--- src/sv/sitp_pkg.sv ---
// shared types and constants for the signed integer text parser
`default_nettype none
package sitp_pkg;

   localparam int unsigned CharWidth  = 8;
   localparam int unsigned ValueWidth = 64;
   localparam int unsigned DigitWidth = 4;

   typedef enum logic [1:0] {
      ST_NUMBER      = 2'd0,
      ST_NO_NUMBER   = 2'd1,
      ST_SIGN_ONLY   = 2'd2,
      ST_PREFIX_ONLY = 2'd3
   } status_type;

   typedef enum logic {
      CSR_HEX_PREFIX_ENABLE = 1'b0,
      CSR_SIGN_ENABLE       = 1'b1
   } csr_index_type;

   localparam logic [CharWidth-1:0] CharZero   = 8'h30;
   localparam logic [CharWidth-1:0] CharNine   = 8'h39;
   localparam logic [CharWidth-1:0] CharLowerA = 8'h61;
   localparam logic [CharWidth-1:0] CharLowerF = 8'h66;
   localparam logic [CharWidth-1:0] CharUpperA = 8'h41;
   localparam logic [CharWidth-1:0] CharUpperF = 8'h46;
   localparam logic [CharWidth-1:0] CharLowerX = 8'h78;
   localparam logic [CharWidth-1:0] CharUpperX = 8'h58;
   localparam logic [CharWidth-1:0] CharPlus   = 8'h2b;
   localparam logic [CharWidth-1:0] CharMinus  = 8'h2d;

   localparam logic [ValueWidth-1:0] PosLimit = {1'b0, {(ValueWidth-1){1'b1}}};
   localparam logic [ValueWidth-1:0] NegLimit = {1'b1, {(ValueWidth-1){1'b0}}};

   typedef struct packed {
      logic                         emit;
      status_type                   status;
      logic signed [ValueWidth-1:0] value;
      logic                         overflow;
      logic                         was_hex;
      logic [CharWidth-1:0]         stop_char;
      logic                         stop_at_end;
   } result_type;

endpackage
`default_nettype wire

--- src/sv/sitp_if.sv ---
// channel interfaces: character requests, parse results, register writes
`default_nettype none
interface sitp_req_if;
   logic       valid;
   logic       ready;
   logic [7:0] char_code;
   logic       end_of_text;

   modport source (output valid, output char_code, output end_of_text, input ready);
   modport sink (input valid, input char_code, input end_of_text, output ready);
endinterface

interface sitp_rsp_if;
   logic               valid;
   logic               ready;
   logic [1:0]         status;
   logic signed [63:0] value;
   logic               overflow;
   logic               was_hex;
   logic [7:0]         stop_char;
   logic               stop_at_end;

   modport source (output valid, output status, output value, output overflow,
                   output was_hex, output stop_char, output stop_at_end, input ready);
   modport sink (input valid, input status, input value, input overflow,
                 input was_hex, input stop_char, input stop_at_end, output ready);
endinterface

interface sitp_csr_if;
   logic valid;
   logic ready;
   logic index;
   logic data;

   modport source (output valid, output index, output data, input ready);
   modport sink (input valid, input index, input data, output ready);
endinterface
`default_nettype wire

--- src/sv/sitp_core.sv ---
// parse state machine: one character step per cycle while step is high, with multiply-add accumulation
`default_nettype none
module sitp_core (
   input  wire logic                          clock,
   input  wire logic                          reset,
   input  wire logic                          step,
   input  wire logic [sitp_pkg::CharWidth-1:0] char_code,
   input  wire logic                          end_of_text,
   input  wire logic                          hex_prefix_enable,
   input  wire logic                          sign_enable,
   output sitp_pkg::result_type               result
);
   import sitp_pkg::*;

   typedef enum logic [2:0] {
      PH_START   = 3'd0,
      PH_SIGNED  = 3'd1,
      PH_ZERO    = 3'd2,
      PH_XPREFIX = 3'd3,
      PH_HEX     = 3'd4,
      PH_DEC     = 3'd5
   } phase_type;

   phase_type              phase_ff, phase_in;
   logic                   negative_ff, negative_in;
   logic [ValueWidth-1:0]  magnitude_ff, magnitude_in;
   logic                   overflowed_ff, overflowed_in;
   logic                   had_sign_ff, had_sign_in;

   logic                   is_dec, is_hex, is_x, is_sign, is_zero;
   logic [DigitWidth-1:0]  dec_digit, hex_digit;
   logic [ValueWidth+3:0]  sum10;
   logic [ValueWidth-1:0]  next10, next16;
   logic                   ovf10, ovf16;
   logic                   emit;
   status_type             emit_status;
   logic                   num_ovf;
   logic [ValueWidth-1:0]  num_value;
   logic                   cur_hex;

   // character classes
   always_comb begin
      is_dec    = (char_code >= CharZero) && (char_code <= CharNine);
      dec_digit = DigitWidth'(char_code - CharZero);
      is_hex    = 1'b1;
      hex_digit = dec_digit;
      priority if (is_dec) begin
         hex_digit = dec_digit;
      end else if ((char_code >= CharLowerA) && (char_code <= CharLowerF)) begin
         hex_digit = DigitWidth'(char_code - CharLowerA + 8'd10);
      end else if ((char_code >= CharUpperA) && (char_code <= CharUpperF)) begin
         hex_digit = DigitWidth'(char_code - CharUpperA + 8'd10);
      end else begin
         is_hex = 1'b0;
      end
      is_x    = (char_code == CharLowerX) || (char_code == CharUpperX);
      is_sign = (char_code == CharPlus) || (char_code == CharMinus);
      is_zero = (char_code == CharZero);
   end

   // multiply-add by ten and by sixteen
   always_comb begin
      sum10  = ({4'd0, magnitude_ff} << 3) + ({4'd0, magnitude_ff} << 1)
               + {{ValueWidth{1'b0}}, dec_digit};
      next10 = sum10[ValueWidth-1:0];
      ovf10  = |sum10[ValueWidth+3:ValueWidth];
      next16 = {magnitude_ff[ValueWidth-DigitWidth-1:0], hex_digit};
      ovf16  = |magnitude_ff[ValueWidth-1:ValueWidth-DigitWidth];
   end

   // number as it stands before this character
   always_comb begin
      num_ovf   = overflowed_ff || (magnitude_ff > (negative_ff ? NegLimit : PosLimit));
      num_value = negative_ff ? (~magnitude_ff + 1'b1) : magnitude_ff;
      cur_hex   = (phase_ff == PH_XPREFIX) || (phase_ff == PH_HEX);
   end

   always_comb begin
      phase_in      = phase_ff;
      negative_in   = negative_ff;
      magnitude_in  = magnitude_ff;
      overflowed_in = overflowed_ff;
      had_sign_in   = had_sign_ff;
      emit          = 1'b0;
      emit_status   = ST_NUMBER;
      unique case (phase_ff)
         PH_ZERO: begin
            if (end_of_text) begin
               emit = 1'b1;
            end else if (hex_prefix_enable && is_x) begin
               phase_in = PH_XPREFIX;
            end else if (is_dec) begin
               magnitude_in  = next10;
               overflowed_in = overflowed_ff | ovf10;
               phase_in      = PH_DEC;
            end else begin
               emit = 1'b1;
            end
         end
         PH_XPREFIX, PH_HEX: begin
            emit_status = (phase_ff == PH_HEX) ? ST_NUMBER : ST_PREFIX_ONLY;
            if (!end_of_text && is_hex) begin
               magnitude_in  = next16;
               overflowed_in = overflowed_ff | ovf16;
               phase_in      = PH_HEX;
            end else begin
               emit = 1'b1;
            end
         end
         PH_DEC: begin
            if (!end_of_text && is_dec) begin
               magnitude_in  = next10;
               overflowed_in = overflowed_ff | ovf10;
            end else begin
               emit = 1'b1;
            end
         end
         default: begin
            // start, after a sign, and unused codes
            emit_status = had_sign_ff ? ST_SIGN_ONLY : ST_NO_NUMBER;
            if (end_of_text) begin
               emit = 1'b1;
            end else if ((phase_ff != PH_SIGNED) && sign_enable && is_sign) begin
               negative_in = (char_code == CharMinus);
               had_sign_in = 1'b1;
               phase_in    = PH_SIGNED;
            end else if (is_zero) begin
               phase_in = PH_ZERO;
            end else if (is_dec) begin
               magnitude_in  = next10;
               overflowed_in = overflowed_ff | ovf10;
               phase_in      = PH_DEC;
            end else begin
               emit = 1'b1;
            end
         end
      endcase
      if (emit) begin
         phase_in      = PH_START;
         negative_in   = 1'b0;
         magnitude_in  = '0;
         overflowed_in = 1'b0;
         had_sign_in   = 1'b0;
      end
   end

   always_comb begin
      result.emit        = emit;
      result.status      = emit_status;
      result.value       = (emit_status == ST_NUMBER) ? num_value : '0;
      result.overflow    = (emit_status == ST_NUMBER) ? num_ovf : 1'b0;
      result.was_hex     = cur_hex;
      result.stop_char   = end_of_text ? '0 : char_code;
      result.stop_at_end = end_of_text;
   end

   always_ff @(posedge clock) begin
      if (reset) begin
         phase_ff      <= PH_START;
         negative_ff   <= 1'b0;
         magnitude_ff  <= '0;
         overflowed_ff <= 1'b0;
         had_sign_ff   <= 1'b0;
      end else if (step) begin
         phase_ff      <= phase_in;
         negative_ff   <= negative_in;
         magnitude_ff  <= magnitude_in;
         overflowed_ff <= overflowed_in;
         had_sign_ff   <= had_sign_in;
      end
   end

endmodule
`default_nettype wire

--- src/sv/signed_integer_text_parser_unit.sv ---
// top level of the signed integer text parser
//
//   channel   dir   payload                                              transaction
//   req_chan  in    char_code, end_of_text                               valid & ready
//   rsp_chan  out   status, value, overflow, was_hex, stop_char, end     valid & ready
//   csr_chan  in    index, data (0 hex_prefix_enable, 1 sign_enable)     valid & ready
//
// one character per cycle while the result is not stalled; the character that ends the number
// passes through the input register, then the step logic into the result register
// the step logic is one 68-bit multiply-add by ten or a 64-bit shift-in by sixteen plus the final negate
// synchronous reset returns to the start of a number with both options enabled
// a stalled result holds the step stage; the input register takes one more character only while it is empty
`default_nettype none
module signed_integer_text_parser_unit (
   input wire logic    clock,
   input wire logic    reset,
   sitp_req_if.sink    req_chan,
   sitp_rsp_if.source  rsp_chan,
   sitp_csr_if.sink    csr_chan
);
   import sitp_pkg::*;

   logic                  in_valid_ff, in_valid_in;
   logic [CharWidth-1:0]  char_ff;
   logic                  end_ff;
   logic                  hex_enable_ff;
   logic                  sign_enable_ff;
   logic                  out_valid_ff, out_valid_in;
   result_type            out_ff;
   result_type            step_result;
   logic                  advance;
   logic                  req_take;

   assign advance  = in_valid_ff && (!out_valid_ff || rsp_chan.ready);
   assign req_take = req_chan.valid && req_chan.ready;

   assign req_chan.ready = !in_valid_ff || advance;
   assign csr_chan.ready = 1'b1;

   assign in_valid_in  = req_take || (in_valid_ff && !advance);
   assign out_valid_in = (advance && step_result.emit) || (out_valid_ff && !rsp_chan.ready);

   sitp_core u_core (
      .clock             (clock),
      .reset             (reset),
      .step              (advance),
      .char_code         (char_ff),
      .end_of_text       (end_ff),
      .hex_prefix_enable (hex_enable_ff),
      .sign_enable       (sign_enable_ff),
      .result            (step_result)
   );

   always_ff @(posedge clock) begin
      if (reset) begin
         in_valid_ff    <= 1'b0;
         out_valid_ff   <= 1'b0;
         hex_enable_ff  <= 1'b1;
         sign_enable_ff <= 1'b1;
      end else begin
         in_valid_ff  <= in_valid_in;
         out_valid_ff <= out_valid_in;
         if (csr_chan.valid) begin
            unique case (csr_index_type'(csr_chan.index))
               CSR_HEX_PREFIX_ENABLE: hex_enable_ff  <= csr_chan.data;
               CSR_SIGN_ENABLE:       sign_enable_ff <= csr_chan.data;
               default:               hex_enable_ff  <= hex_enable_ff;
            endcase
         end
      end
   end

   // payload registers
   always_ff @(posedge clock) begin
      if (req_take) begin
         char_ff <= req_chan.char_code;
         end_ff  <= req_chan.end_of_text;
      end
      if (advance && step_result.emit) begin
         out_ff <= step_result;
      end
   end

   assign rsp_chan.valid       = out_valid_ff;
   assign rsp_chan.status      = out_ff.status;
   assign rsp_chan.value       = out_ff.value;
   assign rsp_chan.overflow    = out_ff.overflow;
   assign rsp_chan.was_hex     = out_ff.was_hex;
   assign rsp_chan.stop_char   = out_ff.stop_char;
   assign rsp_chan.stop_at_end = out_ff.stop_at_end;

endmodule
`default_nettype wire
--- src/flat_wrapper.sv ---
// flat-port wrapper written by rule: the top's interface ports become plain ports
module signed_integer_text_parser_unit_flat import sitp_pkg::*;
  (clock, reset, req_chan_valid, req_chan_char_code, req_chan_end_of_text, req_chan_ready, rsp_chan_valid, rsp_chan_status, rsp_chan_value, rsp_chan_overflow, rsp_chan_was_hex, rsp_chan_stop_char, rsp_chan_stop_at_end, rsp_chan_ready, csr_chan_valid, csr_chan_index, csr_chan_data, csr_chan_ready);
  sitp_req_if req_chan_i ();
  sitp_rsp_if rsp_chan_i ();
  sitp_csr_if csr_chan_i ();
  input wire logic clock;
  input wire logic reset;
  input wire logic [$bits(req_chan_i.valid)-1:0] req_chan_valid;
  input wire logic [$bits(req_chan_i.char_code)-1:0] req_chan_char_code;
  input wire logic [$bits(req_chan_i.end_of_text)-1:0] req_chan_end_of_text;
  output wire logic [$bits(req_chan_i.ready)-1:0] req_chan_ready;
  output wire logic [$bits(rsp_chan_i.valid)-1:0] rsp_chan_valid;
  output wire logic [$bits(rsp_chan_i.status)-1:0] rsp_chan_status;
  output wire logic [$bits(rsp_chan_i.value)-1:0] rsp_chan_value;
  output wire logic [$bits(rsp_chan_i.overflow)-1:0] rsp_chan_overflow;
  output wire logic [$bits(rsp_chan_i.was_hex)-1:0] rsp_chan_was_hex;
  output wire logic [$bits(rsp_chan_i.stop_char)-1:0] rsp_chan_stop_char;
  output wire logic [$bits(rsp_chan_i.stop_at_end)-1:0] rsp_chan_stop_at_end;
  input wire logic [$bits(rsp_chan_i.ready)-1:0] rsp_chan_ready;
  input wire logic [$bits(csr_chan_i.valid)-1:0] csr_chan_valid;
  input wire logic [$bits(csr_chan_i.index)-1:0] csr_chan_index;
  input wire logic [$bits(csr_chan_i.data)-1:0] csr_chan_data;
  output wire logic [$bits(csr_chan_i.ready)-1:0] csr_chan_ready;
  assign req_chan_i.valid = req_chan_valid;
  assign req_chan_i.char_code = req_chan_char_code;
  assign req_chan_i.end_of_text = req_chan_end_of_text;
  assign req_chan_ready = req_chan_i.ready;
  assign rsp_chan_valid = rsp_chan_i.valid;
  assign rsp_chan_status = rsp_chan_i.status;
  assign rsp_chan_value = rsp_chan_i.value;
  assign rsp_chan_overflow = rsp_chan_i.overflow;
  assign rsp_chan_was_hex = rsp_chan_i.was_hex;
  assign rsp_chan_stop_char = rsp_chan_i.stop_char;
  assign rsp_chan_stop_at_end = rsp_chan_i.stop_at_end;
  assign rsp_chan_i.ready = rsp_chan_ready;
  assign csr_chan_i.valid = csr_chan_valid;
  assign csr_chan_i.index = csr_chan_index;
  assign csr_chan_i.data = csr_chan_data;
  assign csr_chan_ready = csr_chan_i.ready;
  signed_integer_text_parser_unit u_core (.clock(clock), .reset(reset), .req_chan(req_chan_i), .rsp_chan(rsp_chan_i), .csr_chan(csr_chan_i));
endmodule
--- config.mk ---
export PLATFORM = sky130hd
export DESIGN_NAME = signed_integer_text_parser_unit_flat
export DESIGN_NICKNAME = d
export VERILOG_FILES = /design/src/sv/sitp_pkg.sv /design/src/sv/sitp_if.sv /design/src/sv/sitp_core.sv /design/src/sv/signed_integer_text_parser_unit.sv /design/src/flat_wrapper.sv
export SDC_FILE = /design/constraint.sdc
export NUM_CORES = 1
export LEC_CHECK = 0
export BUFFER_PORTS_ARGS = -buffer_cell sky130_fd_sc_hd__buf_4
export CAP_MARGIN = 20
export CORE_ASPECT_RATIO = 0.75
export CORE_MARGIN = 5
export CORE_UTILIZATION = 37
export DETAILED_ROUTE_END_ITERATION = 6
export PLACE_DENSITY = 0.63
export SLEW_MARGIN = 20
export SYNTH_ARGS = -nofsm -noshare
export SYNTH_HDL_FRONTEND = slang
export SYNTH_SLANG_ARGS = --single-unit
--- constraint.sdc ---
create_clock -name clock -period 8 [get_ports clock]
set_input_delay 0.4 -clock clock [delete_from_list [all_inputs] [get_ports clock]]
set_output_delay 0.4 -clock clock [all_outputs]
set_load 0.01 [all_outputs]
# == Yosys cells after proc, flatten, opt, wreduce, memory -nomap -nowiden ==
# Cells that the tools add are included.
# W data, S select, Z words.
# totals
inputBits,16
rom_bits,0
ram_bits,0
latch_bits,0
ff_bits,160
out_inout_bits,80
elab_cells,152
mem_count,0
# classes
reduce_logical,38
n_mul,0
mux,57
eq_ne,21
bitwise_logic,4
n_div,0
magnitude_cmp,7
add_sub_neg,8
shifts,0
# ops
op,count
$mux W64,11
$pmux W64 S3,1
$add A67 B65 Y68,1
$add A68 B4 Y68,1
$add A64 B1 Y64 const B,1
$gt A64 B64 Y1,1
$not A64 Y64,1
$mux W1,28
$eq A8 B6 Y1 const B,3
$mux W3,8
$eq A8 B7 Y1 const B,2
$ge A8 B7 Y1 const B,2
$le A8 B7 Y1 const B,2
$ne A3 B3 Y1 const B,5
$logic_and A1 B1 Y1,13
$mux W4,3
$reduce_or A4 Y1,3
$sub A4 B1 Y4 const B,3
$pmux W3 S3,1
$add A4 B4 Y4 const B,2
$ge A8 B6 Y1 const B,1
$le A8 B6 Y1 const B,1
$logic_or A1 B1 Y1,8
$reduce_and A8 Y1,1
other kinds (20),32

# == Depth between registers and ports, before layout ==
# depth
depth_word,10
depth_mapped,15
ltp_nobuf,15

# == By module ==
# Synthesis repeated with hierarchy kept, for this count alone.
# hier_totals
cells_unflattened,1594
area_unflattened_um2,13755.7
# by_module_without_submodules
module,cells_per_inst,seq_area_each_um2,n_inst,area_per_inst_um2
sitp_core,1487,1401.3,1,10978.0
signed_integer_text_parser_unit,107,2662.6,1,2777.7

# == Worst setup path before layout ==
# No wires, ideal clock.
# synth_timing
path_kind,reg-to-reg
from,register u_core.char_ff[1]
to,register u_core.u_core.magnitude_ff[60]
n_path_buf,2
stages_incl_launch_ff,16
arrival_ns,6.131
slack_ns,1.752
period_less_slack_ns,6.248
path_cell_list,edfxtp_1 > inv_1 > ha_1 > mux2_2 > o311ai_0 > o21a_1 > o22ai_1 > o21ai_0 > a31oi_1 > nor2_1 > nor2b_1 > nor2b_1 > clkbuf_1 > buf_1 > a32oi_1 > nand2_1
# synth_between
elab_chain_cells,10
elab_cells_between_ends,51
classes_between,add/sub (2); order compare (6); eq/ne (12); mux (21); reduce/logical (10)
# synth_rtl
element,line_no,text
from (decl),signed_integer_text_parser_unit.sv:24,logic [CharWidth-1:0] char_ff;
from (signal assigned),signed_integer_text_parser_unit.sv:76,char_ff <= req_chan.char_code;
"parallel branches: the longest is 10 deep, another holds $add A68 B4 Y68",n/a,
to (signal assigned),sitp_core.sv:167,magnitude_ff <= magnitude_in;
to (decl),sitp_core.sv:26,"logic [ValueWidth-1:0] magnitude_ff, magnitude_in;"
# Several ways; the timed one is not identified. The select of a mux whose other input is x is not followed.
# A chain may end at the register's enable or synchronous reset.

# == Final worst setup path ==
# layout_timing
from,register u_core.u_core.magnitude_ff[2]
to,register u_core.u_core.magnitude_ff[56]
# layout_between
elab_chain_cells,8
elab_cells_between_ends,11
classes_between,add/sub (2); mux (9)
# layout_rtl
element,line_no,text
$add A67 B65 Y68 (*),sitp_core.sv:63,"sum10 = ({4'd0, magnitude_ff} << 3) + ({4'd0, magnitude_ff} << 1)"
$add A68 B4 Y68 (*),sitp_core.sv:64,"+ {{ValueWidth{1'b0}}, dec_digit};"
$mux W64,"sitp_core.sv:92, sitp_core.sv:129",
$mux W64,sitp_core.sv:127,end else if (is_zero) begin
$mux W64,sitp_core.sv:123,end else if ((phase_ff != PH_SIGNED) && sign_enable && is_sign) begin
$mux W64,sitp_core.sv:121,if (end_of_text) begin
$pmux W64 S3 (*),sitp_core.sv:86,unique case (phase_ff)
$mux W64 (*),sitp_core.sv:138,if (emit) begin
# Every way passes the cells marked *; elsewhere a longest branch is shown, timed or not. The select of a mux whose other input is x is not followed.

==> results.yml <==
die:
  die_area_mm2: 0.0410
  ios: 96
  core_mm2: 0.0368
  die_y_um: 177
  fp.dieW_um: 232
  start_util: 0.372
  rows: 61
sta:
  setup_ws_ps: 3360
  period_needed_ps: 4640
  finalCritPeriodShare: 0.580
  slew_headroom: 0.333
  tns_ps: 0
  skew_ps: 15.4
  timing.hold.ws_ps: 112
  finalHoldViolCount: 0
  rsz0062_at_grt: "no"
  tightest_slew_ps: 991
  setup_viol: 0
  drv_slew: 0
  timing.fmax_mhz: 216
placement:
  place.port_buffers: 94
  place_congestion: 0.929
  pre_cts_ws_ps: 3440
  post-dp-hpwl_mm: 28.9
drt:
  wl_met1_mm: 20.5
  wl_mm: 39.3
  wl_met2_mm: 15.9
  first_pass_iters: 5
  drt_drc_violations_left: 0
  vias_per_cell: 5.65
  wire_per_inst_um: 18.1
  drt_iter0_drc: 1139
  wl_met3_mm: 2.56
  highest-signal-layer: "met4"
  vias: 12257
  antenna_left: 0
pwr:
  p_leak_nw: 6.87
  finalPower_w: 0.00179
  vdd_ir_drop_max_mv: 0.140
  power_density_mw_per_mm2: 116
clock_tree:
  cts_made_buffers: 17
  hold_buffers: 0
  cts_setup_buffers: 0
  cts_tree: "done"
  h-tree-depth: 4
  clk_path_buf_depth: 2
  path_clk_slew_ps: 80
  clk_latency_ps: 460
  cts_sinks: 160
  root_buffer: "clkbuf_16"
  cts_resized: 0
logic_synthesis:
  synth_top_cell_area_share: 0.189
  synth.distinct_cells: 67
  synthArstFlopShare: 0
  syn-mean-instance-area_um2: 8.52
  synth_most_common_cell: "ha_1"
  synth_common_cells: "196 x ha_1, 167 x nor2_1, 148 x nand2_1"
  synth_flop_cell: "edfxtp_1"
  ys_seq_area_frac: 0.297
  yosysWarnings: 0
  syn_inst: 1607
  syn_nets: 1821
  ys_ff_latch: 160
  synth_top_area_cell: "edfxtp_1"
  netlist_area_mm2: 0.0137
  synth.area.top_cells: "edfxtp_1 19%, ha_1 18%, dfxtp_1 11%"
  synth_edf_count: 86
final_layout:
  nets: 1865
  area_delta_synth_final_pct: 12.5
  n_antenna_cell: 0
  drive_above_1_share: 0.0950
setup_path:
  critPathMaxFanout: 10
  required_ps: 8380
  timing.reg2reg.setup_slack_ps: 3360
  cpPeakStageDelay_ps: 810
  crit_arrival_ps: 5020
  critPathKind: "reg2reg"
  crit_chain: "inv_1 > fa_1 > fa_1 > nand2b_1 > a21oi_1 > o21ai_0 > o311ai_1 > o2111ai_1 > o21bai_1 > a21oi_1 > o21ai_1 > a21boi_0 > xor2_1 > o21ai_0"
  crit_slowest_cell: "o311ai_1"
  crit_path_start_kind: "register"
  worstSetupEndpointType: "register"
global_route:
  antenna_found_initial: 0
  grt-ovfl-total: 0
  grt_max_degree: 93
  grt_first_pass_wirelength_mm: 63.7
  grt_pass1_vias: 11514
  grtUsageTotal: 0.191
min_path:
  min_path_type: "in2reg"
status:
  status: "complete, no violations"
flow_run:
  cap_violations: 0
worst max-delay path, delay by kind of cell (launching register included):
family	cells	cell delay, ps
flip-flops	1	500
adder cells (fa/ha/maj)	2	980
AND/OR/NAND/NOR	1	200
AO/OA/AOI/OAI	9	2610
buffers and inverters	1	110
XOR/XNOR	1	150
flip-flops by register name, indices dropped and copies added, names as in the netlist:
register,count
u_core.u_core.negative_ff,1
u_core.rsp_chan.value,64
u_core.end_ff,1
u_core.u_core.had_sign_ff,1
u_core.rsp_chan.stop_at_end,1
u_core.u_core.magnitude_ff,64
u_core.hex_enable_ff,1
u_core.u_core.phase_ff,3
u_core.rsp_chan.overflow,1
u_core.u_core.overflowed_ff,1
u_core.sign_enable_ff,1
u_core.rsp_chan.stop_char,8
u_core.rsp_chan.valid,1
u_core.rsp_chan.status,2
u_core.in_valid_ff,1
u_core.char_ff,8
u_core.rsp_chan.was_hex,1
report_power, final:
group | internal, W | switching, W | leakage (nW)
clock network | 0.000434 | 0.000383 | 0.265
logic | 0.0000314 | 0.0000488 | 5.18
registers | 0.000883 | 0.0000106 | 1.42
total | 0.00135 | 0.000443 | 6.87
stage by stage:
step                instances  area (µm²)   util
floorplan                1607       13700      -
detailed placement       2136       14800  0.403
global placement         2136       14800  0.403
finish                   2168       15400  0.418
global route             2168       15400  0.418
CTS                      2168       15400  0.418
cell usage in the layout, fill, tap and decap left out, drive strengths merged, types with 19 or more instances in the layout:
cell,count
a31oi,19
ha,196
buf,103
nor2,167
nand3,25
xnor2,31
clkbuf,19
edfxtp,86
nand2b,23
a21o,46
a21oi,116
inv,31
o21ai,149
nand2,148
o31ai,21
dfxtp,74
nor3,20
a22oi,37
nor2b,34
xor2,87
nand4,35
per-layer routing:
metal  vias to the layer above  global-route usage
li1                       6038                   -
met1                      5856               0.296
met2                       342               0.275
met3                        21              0.0383
met4                         0              0.0359
met5                         -                   0
worst paths after layout:
kind / start / to / depth (start not counted)
max: u_core.u_core.magnitude_ff[2]$_SDFFE_PP0P_ / u_core.u_core.magnitude_ff[56]$_SDFFE_PP0P_ / 14
min: req_chan_char_code[3] / u_core.char_ff[3]$_DFFE_PP_ / 1
max reg2reg: u_core.u_core.magnitude_ff[2]$_SDFFE_PP0P_ / u_core.u_core.magnitude_ff[56]$_SDFFE_PP0P_ / 14
min reg2reg: u_core.u_core.had_sign_ff$_SDFFE_PP0P_ / u_core.u_core.had_sign_ff$_SDFFE_PP0P_ / 1
final cells by class:
type,instances,area [µm²]
clock buffers,19,433
clock inverters,13,129
fillers,3739,21400
inverters,26,97.6
multi-input cells,1343,9260
flip-flops and latches,160,4070
well taps,504,631
repair buffers,103,777
kinds of logic (layout without fill, tap and decap cells):
family | Yosys count | in the layout | synth area share
and+or+nand+nor | 535 | 535 | 0.189
AOI/OAI and AO/OA | 483 | 483 | 0.221
adders and majority gates | 198 | 198 | 0.182
DFF | 160 | 160 | 0.297
xor gates and xnor gates | 118 | 118 | 0.0755
buffers and inverters | 104 | 161 | 0.0288
muxes | 8 | 8 | 0.00594
other | 1 | 1 | 0.000274
No activity file was read; power rests on OpenSTA's default activity.
